==> config.mk <==
export PLATFORM = sky130hd
export DESIGN_NAME = windowed_pulse_rate_meter_core
export DESIGN_NICKNAME = d
export VERILOG_FILES = /design/src/sv/wprm_pkg.sv /design/src/sv/wprm_alu.sv /design/src/sv/windowed_pulse_rate_meter_core.sv
export VERILOG_INCLUDE_DIRS = /design/src /design/src/sv
export SDC_FILE = /design/constraint.sdc
export NUM_CORES = 2
export LEC_CHECK = 0
export BUFFER_PORTS_ARGS = -buffer_cell sky130_fd_sc_hd__buf_4
export CAP_MARGIN = 20
export CORE_ASPECT_RATIO = 0.7
export CORE_MARGIN = 1.5
export CORE_UTILIZATION = 55
export CTS_BUF_LIST = sky130_fd_sc_hd__clkbuf_16
export DETAILED_ROUTE_END_ITERATION = 10
export GPL_TIMING_DRIVEN = 0
export PLACE_DENSITY = 0.69
export SLEW_MARGIN = 20
export SYNTH_ARGS = -nofsm -noshare
export SYNTH_HDL_FRONTEND = slang
export SYNTH_SLANG_ARGS = --single-unit
==> constraint.sdc <==
create_clock -name clk -period 16.9 [get_ports clk]
set_input_delay 3.38 -clock clk [delete_from_list [all_inputs] [get_ports clk]]
set_output_delay 3.38 -clock clk [all_outputs]
set_load 0.05 [all_outputs]
==> src/sv/windowed_pulse_rate_meter_core_defines.svh <==
// assertion macros for the windowed pulse rate meter
// expects clk and rst_n in the scope of use
`ifndef WINDOWED_PULSE_RATE_METER_CORE_DEFINES_SVH
`define WINDOWED_PULSE_RATE_METER_CORE_DEFINES_SVH
`ifndef SYNTHESIS
`define WPRM_ASSERT(lbl, prop, msg) \
  lbl: assert property (@(posedge clk) disable iff (!rst_n) prop) else $error(msg);
`define WPRM_ASSERT_ALWAYS(lbl, prop, msg) \
  lbl: assert property (@(posedge clk) prop) else $error(msg);
`else
`define WPRM_ASSERT(lbl, prop, msg)
`define WPRM_ASSERT_ALWAYS(lbl, prop, msg)
`endif
`endif

==> src/sv/wprm_pkg.sv <==
// shared constants and types for the windowed pulse rate meter
// no dependencies
`timescale 1ns / 1ps
package wprm_pkg;

  localparam int TALLY_W = 32;
  localparam int TIME_W  = 32;
  localparam int WIN_W   = 16;
  localparam int SCALE_W = 24;
  localparam int PPU_W   = 16;
  localparam int RATE_W  = 16;
  localparam int NUM_W   = TALLY_W + SCALE_W;
  localparam int DEN_W   = TIME_W + PPU_W;
  localparam int CFG_IDX_W  = 2;
  localparam int CFG_DATA_W = 24;

  localparam logic [CFG_IDX_W-1:0] CFG_WINDOW = 2'd0;
  localparam logic [CFG_IDX_W-1:0] CFG_SCALE  = 2'd1;
  localparam logic [CFG_IDX_W-1:0] CFG_PPU    = 2'd2;

  localparam logic [WIN_W-1:0]   WINDOW_RST = 16'd500;
  localparam logic [SCALE_W-1:0] SCALE_RST  = 24'd100000;
  localparam logic [PPU_W-1:0]   PPU_RST    = 16'd75;
  localparam logic [RATE_W-1:0]  RATE_MAX   = 16'hffff;

  typedef struct packed {
    logic             qbit;
    logic [DEN_W-1:0] rem;
  } wprm_step_t;

endpackage

==> src/sv/wprm_alu.sv <==
// shared arithmetic unit: one 32x24 multiplier, saturation compare, one divide step
// depends on wprm_pkg
`timescale 1ns / 1ps
module wprm_alu (
  input  logic                           sel_den,
  input  logic [wprm_pkg::TALLY_W-1:0]   tally,
  input  logic [wprm_pkg::SCALE_W-1:0]   scale,
  input  logic [wprm_pkg::TIME_W-1:0]    elapsed,
  input  logic [wprm_pkg::PPU_W-1:0]     ppu,
  input  logic [wprm_pkg::NUM_W-1:0]     num,
  input  logic [wprm_pkg::DEN_W-1:0]     den,
  input  logic [wprm_pkg::DEN_W-1:0]     rem,
  output logic [wprm_pkg::NUM_W-1:0]     prod,
  output logic                           sat,
  output wprm_pkg::wprm_step_t           step
);

  localparam int HI_W = wprm_pkg::NUM_W - wprm_pkg::RATE_W;

  logic [wprm_pkg::TALLY_W-1:0] op_a;
  logic [wprm_pkg::SCALE_W-1:0] op_b;
  logic [wprm_pkg::DEN_W:0]     trial;
  logic [wprm_pkg::DEN_W:0]     diff;
  logic                         ge;

  always_comb begin
    if (sel_den) begin
      op_a = elapsed;
      op_b = {{(wprm_pkg::SCALE_W - wprm_pkg::PPU_W){1'b0}}, ppu};
    end else begin
      op_a = tally;
      op_b = scale;
    end
  end

  assign prod = wprm_pkg::NUM_W'(op_a) * wprm_pkg::NUM_W'(op_b);

  // quotient overflows 16 bits (or divisor is zero) when num >> 16 >= den
  assign sat = {{(wprm_pkg::DEN_W - HI_W){1'b0}}, num[wprm_pkg::NUM_W-1:wprm_pkg::RATE_W]} >= den;

  assign trial = {rem, num[wprm_pkg::RATE_W-1]};
  assign diff  = trial - {1'b0, den};
  assign ge    = trial >= {1'b0, den};

  always_comb begin
    step.qbit = ge;
    step.rem  = ge ? diff[wprm_pkg::DEN_W-1:0] : trial[wprm_pkg::DEN_W-1:0];
  end

endmodule

==> src/sv/windowed_pulse_rate_meter_core.sv <==
// windowed pulse rate meter: pulse tally, read sequencer and result register
// depends on wprm_pkg, wprm_alu and windowed_pulse_rate_meter_core_defines.svh
// pulse edge: taken with no result; next item the cycle after
// read below window: finish step, then held rate registered once output is free
// read with new rate: multiply twice, check, 16 divide steps; saturated: check to finish
// one request in work at a time; synchronous active-low reset restores register defaults
`timescale 1ns / 1ps
`include "windowed_pulse_rate_meter_core_defines.svh"
module windowed_pulse_rate_meter_core (
  input  logic                              clk,
  input  logic                              rst_n,
  input  logic                              in_valid,
  output logic                              in_stall,
  input  logic                              in_opcode,
  input  logic [wprm_pkg::TIME_W-1:0]       in_now_ms,
  output logic                              out_valid,
  input  logic                              out_stall,
  output logic [wprm_pkg::RATE_W-1:0]       out_rate_x10,
  input  logic                              cfg_we,
  input  logic [wprm_pkg::CFG_IDX_W-1:0]    cfg_index,
  input  logic [wprm_pkg::CFG_DATA_W-1:0]   cfg_wdata
);

  localparam logic [2:0] ST_IDLE = 3'd0;
  localparam logic [2:0] ST_MULN = 3'd1;
  localparam logic [2:0] ST_MULD = 3'd2;
  localparam logic [2:0] ST_CHK  = 3'd3;
  localparam logic [2:0] ST_DIV  = 3'd4;
  localparam logic [2:0] ST_FIN  = 3'd5;

  logic [2:0] state_r, state_nxt;
  logic [3:0] cnt_r, cnt_nxt;

  logic [wprm_pkg::WIN_W-1:0]   window_r, window_nxt;
  logic [wprm_pkg::SCALE_W-1:0] scale_r, scale_nxt;
  logic [wprm_pkg::PPU_W-1:0]   ppu_r, ppu_nxt;

  logic [wprm_pkg::TALLY_W-1:0] pulse_tally_r, pulse_tally_nxt;
  logic [wprm_pkg::TIME_W-1:0]  last_time_r, last_time_nxt;
  logic [wprm_pkg::RATE_W-1:0]  held_rate_r, held_rate_nxt;

  logic [wprm_pkg::TIME_W-1:0]  elapsed_r, elapsed_nxt;
  logic [wprm_pkg::NUM_W-1:0]   num_r, num_nxt;
  logic [wprm_pkg::DEN_W-1:0]   den_r, den_nxt;
  logic [wprm_pkg::DEN_W-1:0]   rem_r, rem_nxt;

  logic                         out_valid_r, out_valid_nxt;
  logic [wprm_pkg::RATE_W-1:0]  out_rate_r, out_rate_nxt;

  logic [wprm_pkg::TIME_W-1:0]  elapsed_now;
  logic                         in_take;
  logic                         out_free;
  logic [wprm_pkg::NUM_W-1:0]   prod;
  logic                         sat;
  wprm_pkg::wprm_step_t         step;

  wprm_alu u_alu (
    .sel_den (state_r == ST_MULD),
    .tally   (pulse_tally_r),
    .scale   (scale_r),
    .elapsed (elapsed_r),
    .ppu     (ppu_r),
    .num     (num_r),
    .den     (den_r),
    .rem     (rem_r),
    .prod    (prod),
    .sat     (sat),
    .step    (step)
  );

  assign in_stall     = (state_r != ST_IDLE);
  assign in_take      = in_valid && !in_stall;
  assign out_free     = !out_valid_r || !out_stall;
  assign elapsed_now  = in_now_ms - last_time_r;
  assign out_valid    = out_valid_r;
  assign out_rate_x10 = out_rate_r;

  always_comb begin
    state_nxt       = state_r;
    cnt_nxt         = cnt_r;
    window_nxt      = window_r;
    scale_nxt       = scale_r;
    ppu_nxt         = ppu_r;
    pulse_tally_nxt = pulse_tally_r;
    last_time_nxt   = last_time_r;
    held_rate_nxt   = held_rate_r;
    elapsed_nxt     = elapsed_r;
    num_nxt         = num_r;
    den_nxt         = den_r;
    rem_nxt         = rem_r;
    out_valid_nxt   = out_valid_r && out_stall;
    out_rate_nxt    = out_rate_r;

    if (cfg_we) begin
      case (cfg_index)
        wprm_pkg::CFG_WINDOW: window_nxt = cfg_wdata[wprm_pkg::WIN_W-1:0];
        wprm_pkg::CFG_SCALE:  scale_nxt  = cfg_wdata[wprm_pkg::SCALE_W-1:0];
        wprm_pkg::CFG_PPU:    ppu_nxt    = cfg_wdata[wprm_pkg::PPU_W-1:0];
        default: ;
      endcase
    end

    case (state_r)
      ST_IDLE: begin
        if (in_take) begin
          if (!in_opcode) begin
            pulse_tally_nxt = pulse_tally_r + 1'b1;
          end else if (elapsed_now >= {{(wprm_pkg::TIME_W - wprm_pkg::WIN_W){1'b0}}, window_r}) begin
            elapsed_nxt   = elapsed_now;
            last_time_nxt = in_now_ms;
            state_nxt     = ST_MULN;
          end else begin
            state_nxt = ST_FIN;
          end
        end
      end
      ST_MULN: begin
        num_nxt         = prod;
        pulse_tally_nxt = '0;
        state_nxt       = ST_MULD;
      end
      ST_MULD: begin
        den_nxt   = prod[wprm_pkg::DEN_W-1:0];
        state_nxt = ST_CHK;
      end
      ST_CHK: begin
        if (sat) begin
          held_rate_nxt = wprm_pkg::RATE_MAX;
          state_nxt     = ST_FIN;
        end else begin
          rem_nxt   = {{(wprm_pkg::DEN_W - (wprm_pkg::NUM_W - wprm_pkg::RATE_W)){1'b0}},
                       num_r[wprm_pkg::NUM_W-1:wprm_pkg::RATE_W]};
          cnt_nxt   = '0;
          state_nxt = ST_DIV;
        end
      end
      ST_DIV: begin
        rem_nxt = step.rem;
        num_nxt = {num_r[wprm_pkg::NUM_W-2:0], step.qbit};
        cnt_nxt = cnt_r + 1'b1;
        if (cnt_r == 4'd15) begin
          held_rate_nxt = {num_r[wprm_pkg::RATE_W-2:0], step.qbit};
          state_nxt     = ST_FIN;
        end
      end
      ST_FIN: begin
        if (out_free) begin
          out_valid_nxt = 1'b1;
          out_rate_nxt  = held_rate_r;
          state_nxt     = ST_IDLE;
        end
      end
      default: state_nxt = ST_IDLE;
    endcase
  end

  always_ff @(posedge clk) begin
    if (!rst_n) begin
      state_r       <= ST_IDLE;
      cnt_r         <= '0;
      window_r      <= wprm_pkg::WINDOW_RST;
      scale_r       <= wprm_pkg::SCALE_RST;
      ppu_r         <= wprm_pkg::PPU_RST;
      pulse_tally_r <= '0;
      last_time_r   <= '0;
      held_rate_r   <= '0;
      out_valid_r   <= 1'b0;
    end else begin
      state_r       <= state_nxt;
      cnt_r         <= cnt_nxt;
      window_r      <= window_nxt;
      scale_r       <= scale_nxt;
      ppu_r         <= ppu_nxt;
      pulse_tally_r <= pulse_tally_nxt;
      last_time_r   <= last_time_nxt;
      held_rate_r   <= held_rate_nxt;
      out_valid_r   <= out_valid_nxt;
    end
  end

  always_ff @(posedge clk) begin
    elapsed_r  <= elapsed_nxt;
    num_r      <= num_nxt;
    den_r      <= den_nxt;
    rem_r      <= rem_nxt;
    out_rate_r <= out_rate_nxt;
  end

  // partial remainder stays below the divisor throughout the divide
  `WPRM_ASSERT(a_rem_below_den, (state_r == ST_DIV) |-> (rem_r < den_r), "remainder not below divisor")
  // a pulse edge bumps the tally by one
  `WPRM_ASSERT(a_pulse_count, (in_take && !in_opcode) |=> (pulse_tally_r == $past(pulse_tally_r) + 1'b1), "pulse tally did not advance")
  // a result appears only out of the finish step
  `WPRM_ASSERT(a_out_from_fin, $rose(out_valid_r) |-> ($past(state_r) == ST_FIN), "result without finish step")
  // the sixteenth divide step leads to the finish step
  `WPRM_ASSERT(a_div_to_fin, (state_r == ST_DIV && cnt_r == 4'd15) |=> (state_r == ST_FIN), "divide did not finish")

endmodule

# Word-level counts from Yosys, hierarchy flattened
# Cells that the tools add are included.
# op_classes
n_lt_le_gt_ge	3
n_addsub	4
mul	1
n_eq_ne	15
n_mux	23
reduce_logical	21
# op_table
op	n
$pmux W56 S2	1
$mux W32	3
$mux W48	2
$pmux W48 S2	1
$pmux W32 S2	1
$mul A32 B24 Y56	1
$ge A49 B48 Y1	1
$ge A40 B48 Y1	1
$sub A48 B48 Y48	1
$add A32 B1 Y32 const B	1
$ge A32 B16 Y1	1
$mux W16	2
$pmux W16 S2	1
$sub A32 B32 Y32	1
$mux W24	1
$pmux W3 S6	1
$mux W3	5
$ne A2 B2 Y1 const B	7
$reduce_and A2 Y1	5
$pmux W4 S2	1
$reduce_and A4 Y1	2
$eq A3 B2 Y1 const B	2
$eq A3 B3 Y1 const B	2
$reduce_and A3 Y1	2
14 further kinds	21
# word_totals
inputBits	64
out_inout_bits	18
regBits	344

# Longest topological paths before layout
# depth
depth_word	6
mapped_depth	35

# Hierarchy
# A second synthesis with hierarchy kept.
# unflattened
hier_cells	5107
area_unflattened_um2	45004.4
# modules_own_cells
mod	cells_per_inst	area_each_um2	n_inst
wprm_alu	3538	29478.3	1
windowed_pulse_rate_meter_core	1569	15526.1	1

# Worst setup path before layout
# No wires, ideal clock.
# synth_path
path_type	register to register
start	register state_r[1]
end	register num_r[50] (netlist bit), data pin
slack_ns	7.382
period_less_slack_ns	9.518
arrival_time_ns	9.383
required_ns	16.765
stages_incl_launch_ff	33
path_cell_list	dfxtp_1 -> nor2b_1 -> nand2_1 -> inv_2 -> clkbuf_1 -> clkbuf_1 -> nand2_1 -> nand2_1 -> nand2_1 -> fa_1 -> inv_1 -> fa_1 -> inv_1 -> fa_1 -> fa_1 -> inv_1 -> fa_1 -> fa_1 -> inv_1 -> fa_1 -> inv_1 -> ha_1 -> clkbuf_1 -> and4_1 -> nand2_1 -> o41ai_1 -> a211oi_1 -> a31oi_1 -> a31oi_1 -> o211ai_1 -> a21oi_1 -> or4b_1 -> nand3_1
# synth_via
elab_chain_len	4
word_cells_on_any_way	7
classes_between	mul (1); eq/ne (3); mux (3)
# synth_lines
item	line	text
start: declaration	windowed_pulse_rate_meter_core.sv:31	logic [2:0] state_r, state_nxt;
start signal: assignment	windowed_pulse_rate_meter_core.sv:169	state_r <= state_nxt;
$eq A3 B2 Y1	windowed_pulse_rate_meter_core.sv:58	.sel_den (state_r == ST_MULD),
$mux W32 / $mux W24 (equally long branches)	wprm_alu.sv:27	if (sel_den) begin
$mul A32 B24 Y56	wprm_alu.sv:36	assign prod = wprm_pkg::NUM_W'(op_a) * wprm_pkg::NUM_W'(op_b);
$pmux W56 S2 (*)	windowed_pulse_rate_meter_core.sv:103	case (state_r)
via num_nxt, one bit	windowed_pulse_rate_meter_core.sv:43	logic [wprm_pkg::NUM_W-1:0] num_r, num_nxt;
end signal: assignment	windowed_pulse_rate_meter_core.sv:183	num_r <= num_nxt;
end: declaration	windowed_pulse_rate_meter_core.sv:43	
# The timed path passes the listed nets; every way through them passes the cells marked *.
# A chain may end at the register's enable or synchronous reset.

# Worst setup path after layout
# layout_path
start	register state_r[0]
end	register num_r[54] (netlist bit), data pin
# The elaborated chain is that of the path after synthesis.

==> flow_metrics.tcl <==
set metrics [dict create \
    status "finished, final reports clean" \
    dpl.hpwl_um 126000 \
    yosys_warnings 0 \
    dieArea_mm2 0.0819 \
    drt-pass1-iter-count 6 \
    r2r_start "state_r[0]" \
    cts_sinks 344 \
    postCtsSetupBuffers 0 \
    worst_hold_slack_ps 435 \
    worstSetupPathType "flop to flop" \
    synthAdderAreaFrac 0.390 \
    synth-xor-area-share 0.0266 \
    detail-route-antenna-nets 0 \
    p_leak_nw 22.6 \
    cts_root_buffer "clkbuf_16" \
    worstSetupEndpointType "flop" \
    fin_crit_sh 0.746 \
    num_rows 86 \
    h-tree-depth 2 \
    drc 0 \
    syn_inst 5057 \
    cts_tree "built" \
    grt_pass1_wl_um 231000 \
    netlist_area_mm2 0.0441 \
    cp_slowest_cell "clkbuf_1" \
    ys_seq_area_frac 0.202 \
    post_synth_and_or_nand_nor_area_fraction 0.179 \
    cts_buffers 39 \
    setup_viol 0 \
    ys_seq_elements 344 \
    fin_setup_tns_ps 0 \
    post_cts_resize_count 0 \
    synth_top_family_by_area "adder cells" \
    slew_headroom 0.164 \
    r2r_cells 34 \
    maxCapViolations 0 \
    portBuffers 81 \
    slowest_delay_ps 840 \
    wire_per_inst_um 24.4 \
    clkSlewWorstSetupHoldPaths_ps 70 \
    insertion_delay_ps 610 \
    powerDensity_mw_per_mm2 128 \
    min_path_cells 0 \
    gp_congestion 1.02 \
    finalHoldViolCount 0 \
    critPathBufInv 11 \
    synth_top_cell_by_area "fa_1" \
    dieWidth_um 341 \
    setup_ws_ps 4290 \
    worstHoldStart "held_rate_r[2]" \
    synth_top_flop_cell "edfxtp_1" \
    synth_top_cell_area_share 0.300 \
    synth_compound_area_frac 0.0895 \
    die_y_um 240 \
    synth_cell_types 91 \
    layout_min_cycle_time_ps 12610 \
    start_kind "flop" \
    hold_buffers 0 \
    vdd_drop_max_v 0.0000983 \
    path_max_fanout 10 \
    num_vias 37300 \
    core_area_mm2 0.0790 \
    drive_above_1_share 0.0448 \
    antenna_found_initial 12 \
    clock_path_buffers 3 \
    track_usage 0.383 \
    arrival_ps 12970 \
    min_to "out_rate_x10[2]" \
    async_flop_share 0 \
    max_freq_mhz 79.3 \
    totalWireLength_um 153000 \
    worst_slew_pin_slew_ps 1220 \
    overflow 0 \
    syn2layout_area_growth_pct 8.11 \
    grt_max_degree 50 \
    synth_mux_area_frac 0.0215 \
    synth_edf_count 200 \
    via_per_inst 5.94 \
    path_delay_family "buffers and inverters" \
    path_common_cell "fa_1" \
    rr_endpoint "num_r[54]" \
    syn-num-nets 6100 \
    num_io_pins 82 \
    cp.required_ps 17260 \
    place_ws_ps 4810 \
    netlist_top_cells_area "fa_1 (30%), edfxtp_1 (14%), ha_1 (9.1%), nand2_1 (8.2%), inv_1 (7.0%)" \
    hold_path_class "flop to flop" \
    finalNetCount 6230 \
    start_util 0.558 \
    syn_avg_cell_area_um2 8.72 \
    power_mw 6.12 \
    grt_pass1_vias 37100 \
    reg2reg_slack_ps 4290 \
    slew_viol_final 0 \
    drt-initial-drc-count 4533 \
    skew_ps 26.9 \
    rsz0062_at_grt "false" \
]
per-layer routing:
layer	share of wire	GRT usage
met5	0	0
met4	0.029	0.102
met3	0.16	0.154
met2	0.38	0.514
met1	0.43	0.564
through the flow:
stage | area (um2) | util | cells
global placement | 46000 | 0.583 | 6194
global route | 47600 | 0.603 | 6274
CTS | 47600 | 0.603 | 6274
detailed placement | 46300 | 0.586 | 6202
finish | 47700 | 0.604 | 6282
floorplan | 44100 | - | 5057
cells by family (layout without fill, tap and decap cells):
logic type      count (synthesis)  in the layout
fa+ha+maj                     979            979
flops                         344            344
xor+xnor                      134            134
other cells                     0              8
buf+inv                      1050           1211
mux                            93             93
simple gates                 1838           1838
compound gates                619            619
area by class of cell:
class | instances | area [um2]
inverter | 823 | 3090
antenna | 8 | 20.0
clock inverter | 33 | 373
clock buffer | 39 | 976
sequential | 344 | 8890
buffer | 227 | 942
multi-input combinational | 3663 | 31300
fill | 7053 | 31300
tap | 1056 | 1320
timing repair buffer | 89 | 764
state kept, by name (all words and copies together) (netlist names):
name and cells:
num_r 56, den_r 48, rem_r 48, elapsed_r 32
last_time_r 32, pulse_tally_r 32, scale_r 24, held_rate_r 16
out_rate_x10 16, ppu_r 16, window_r 16, cnt_r 4
state_r 3, out_valid 1
how the worst max path moves through the flow:
stage	startpoint	end	cells past startpoint
detailed placement	state_r[0]	num_r[54]	34
global placement	state_r[1]	num_r[54]	33
CTS	state_r[0]	num_r[54]	34
floorplan	state_r[1]	num_r[50]	32
global route	state_r[0]	num_r[54]	34
finish	state_r[0]	num_r[54]	34
synthesized netlist by cell type (10+ instances only):
library cell  instances
nand2_1             968
inv_1               821
fa_1                660
nor2_1              458
ha_1                319
a21oi_1             209
edfxtp_1            200
clkbuf_1            195
dfxtp_1             144
and3_1              122
o21ai_0             110
mux2i_1              81
xnor2_1              81
a21o_1               74
nand3_1              62
a31oi_1              56
xor2_1               53
nor3_1               50
nand4_1              34
nor2b_1              34
and2_1               25
o211ai_1             23
a211oi_1             21
nand2b_1             21
o21bai_1             21
buf_1                20
o21a_1               19
mux2_2               12
or3_1                11
and4_1               10
where the power goes:
group / internal, mW / switching [mW]
combinational: 1.24 / 2.56
sequential: 1.25 / 0.139
clock: 0.523 / 0.403
worst reg2reg max path: cells and delay by family (launching register included):
| family | cells | cell delay (ps) |
|---|---|---|
| adders and majority gates | 8 | 3480 |
| DFF | 1 | 410 |
| buffers and inverters | 11 | 3980 |
| and+or+nand+nor | 7 | 1580 |
| muxes | 1 | 250 |
| AOI/OAI and AO/OA | 7 | 2650 |
cell usage in the layout (no fill, tap or decap), types with 50 or more instances in the layout:
cell,netlist,routed
o21ai_0,110,109
a21o_1,74,74
nand3_1,62,62
nand2_1,968,968
and3_1,122,122
buf_4,0,83
fa_1,660,660
a31oi_1,56,56
inv_1,821,828
a21oi_1,209,207
ha_1,319,319
edfxtp_1,200,200
dfxtp_1,144,144
clkbuf_1,195,193
nor3_1,50,50
xor2_1,53,53
xnor2_1,81,81
mux2i_1,81,60
nor2_1,458,457
No activity file was read; power rests on OpenSTA's default activity.
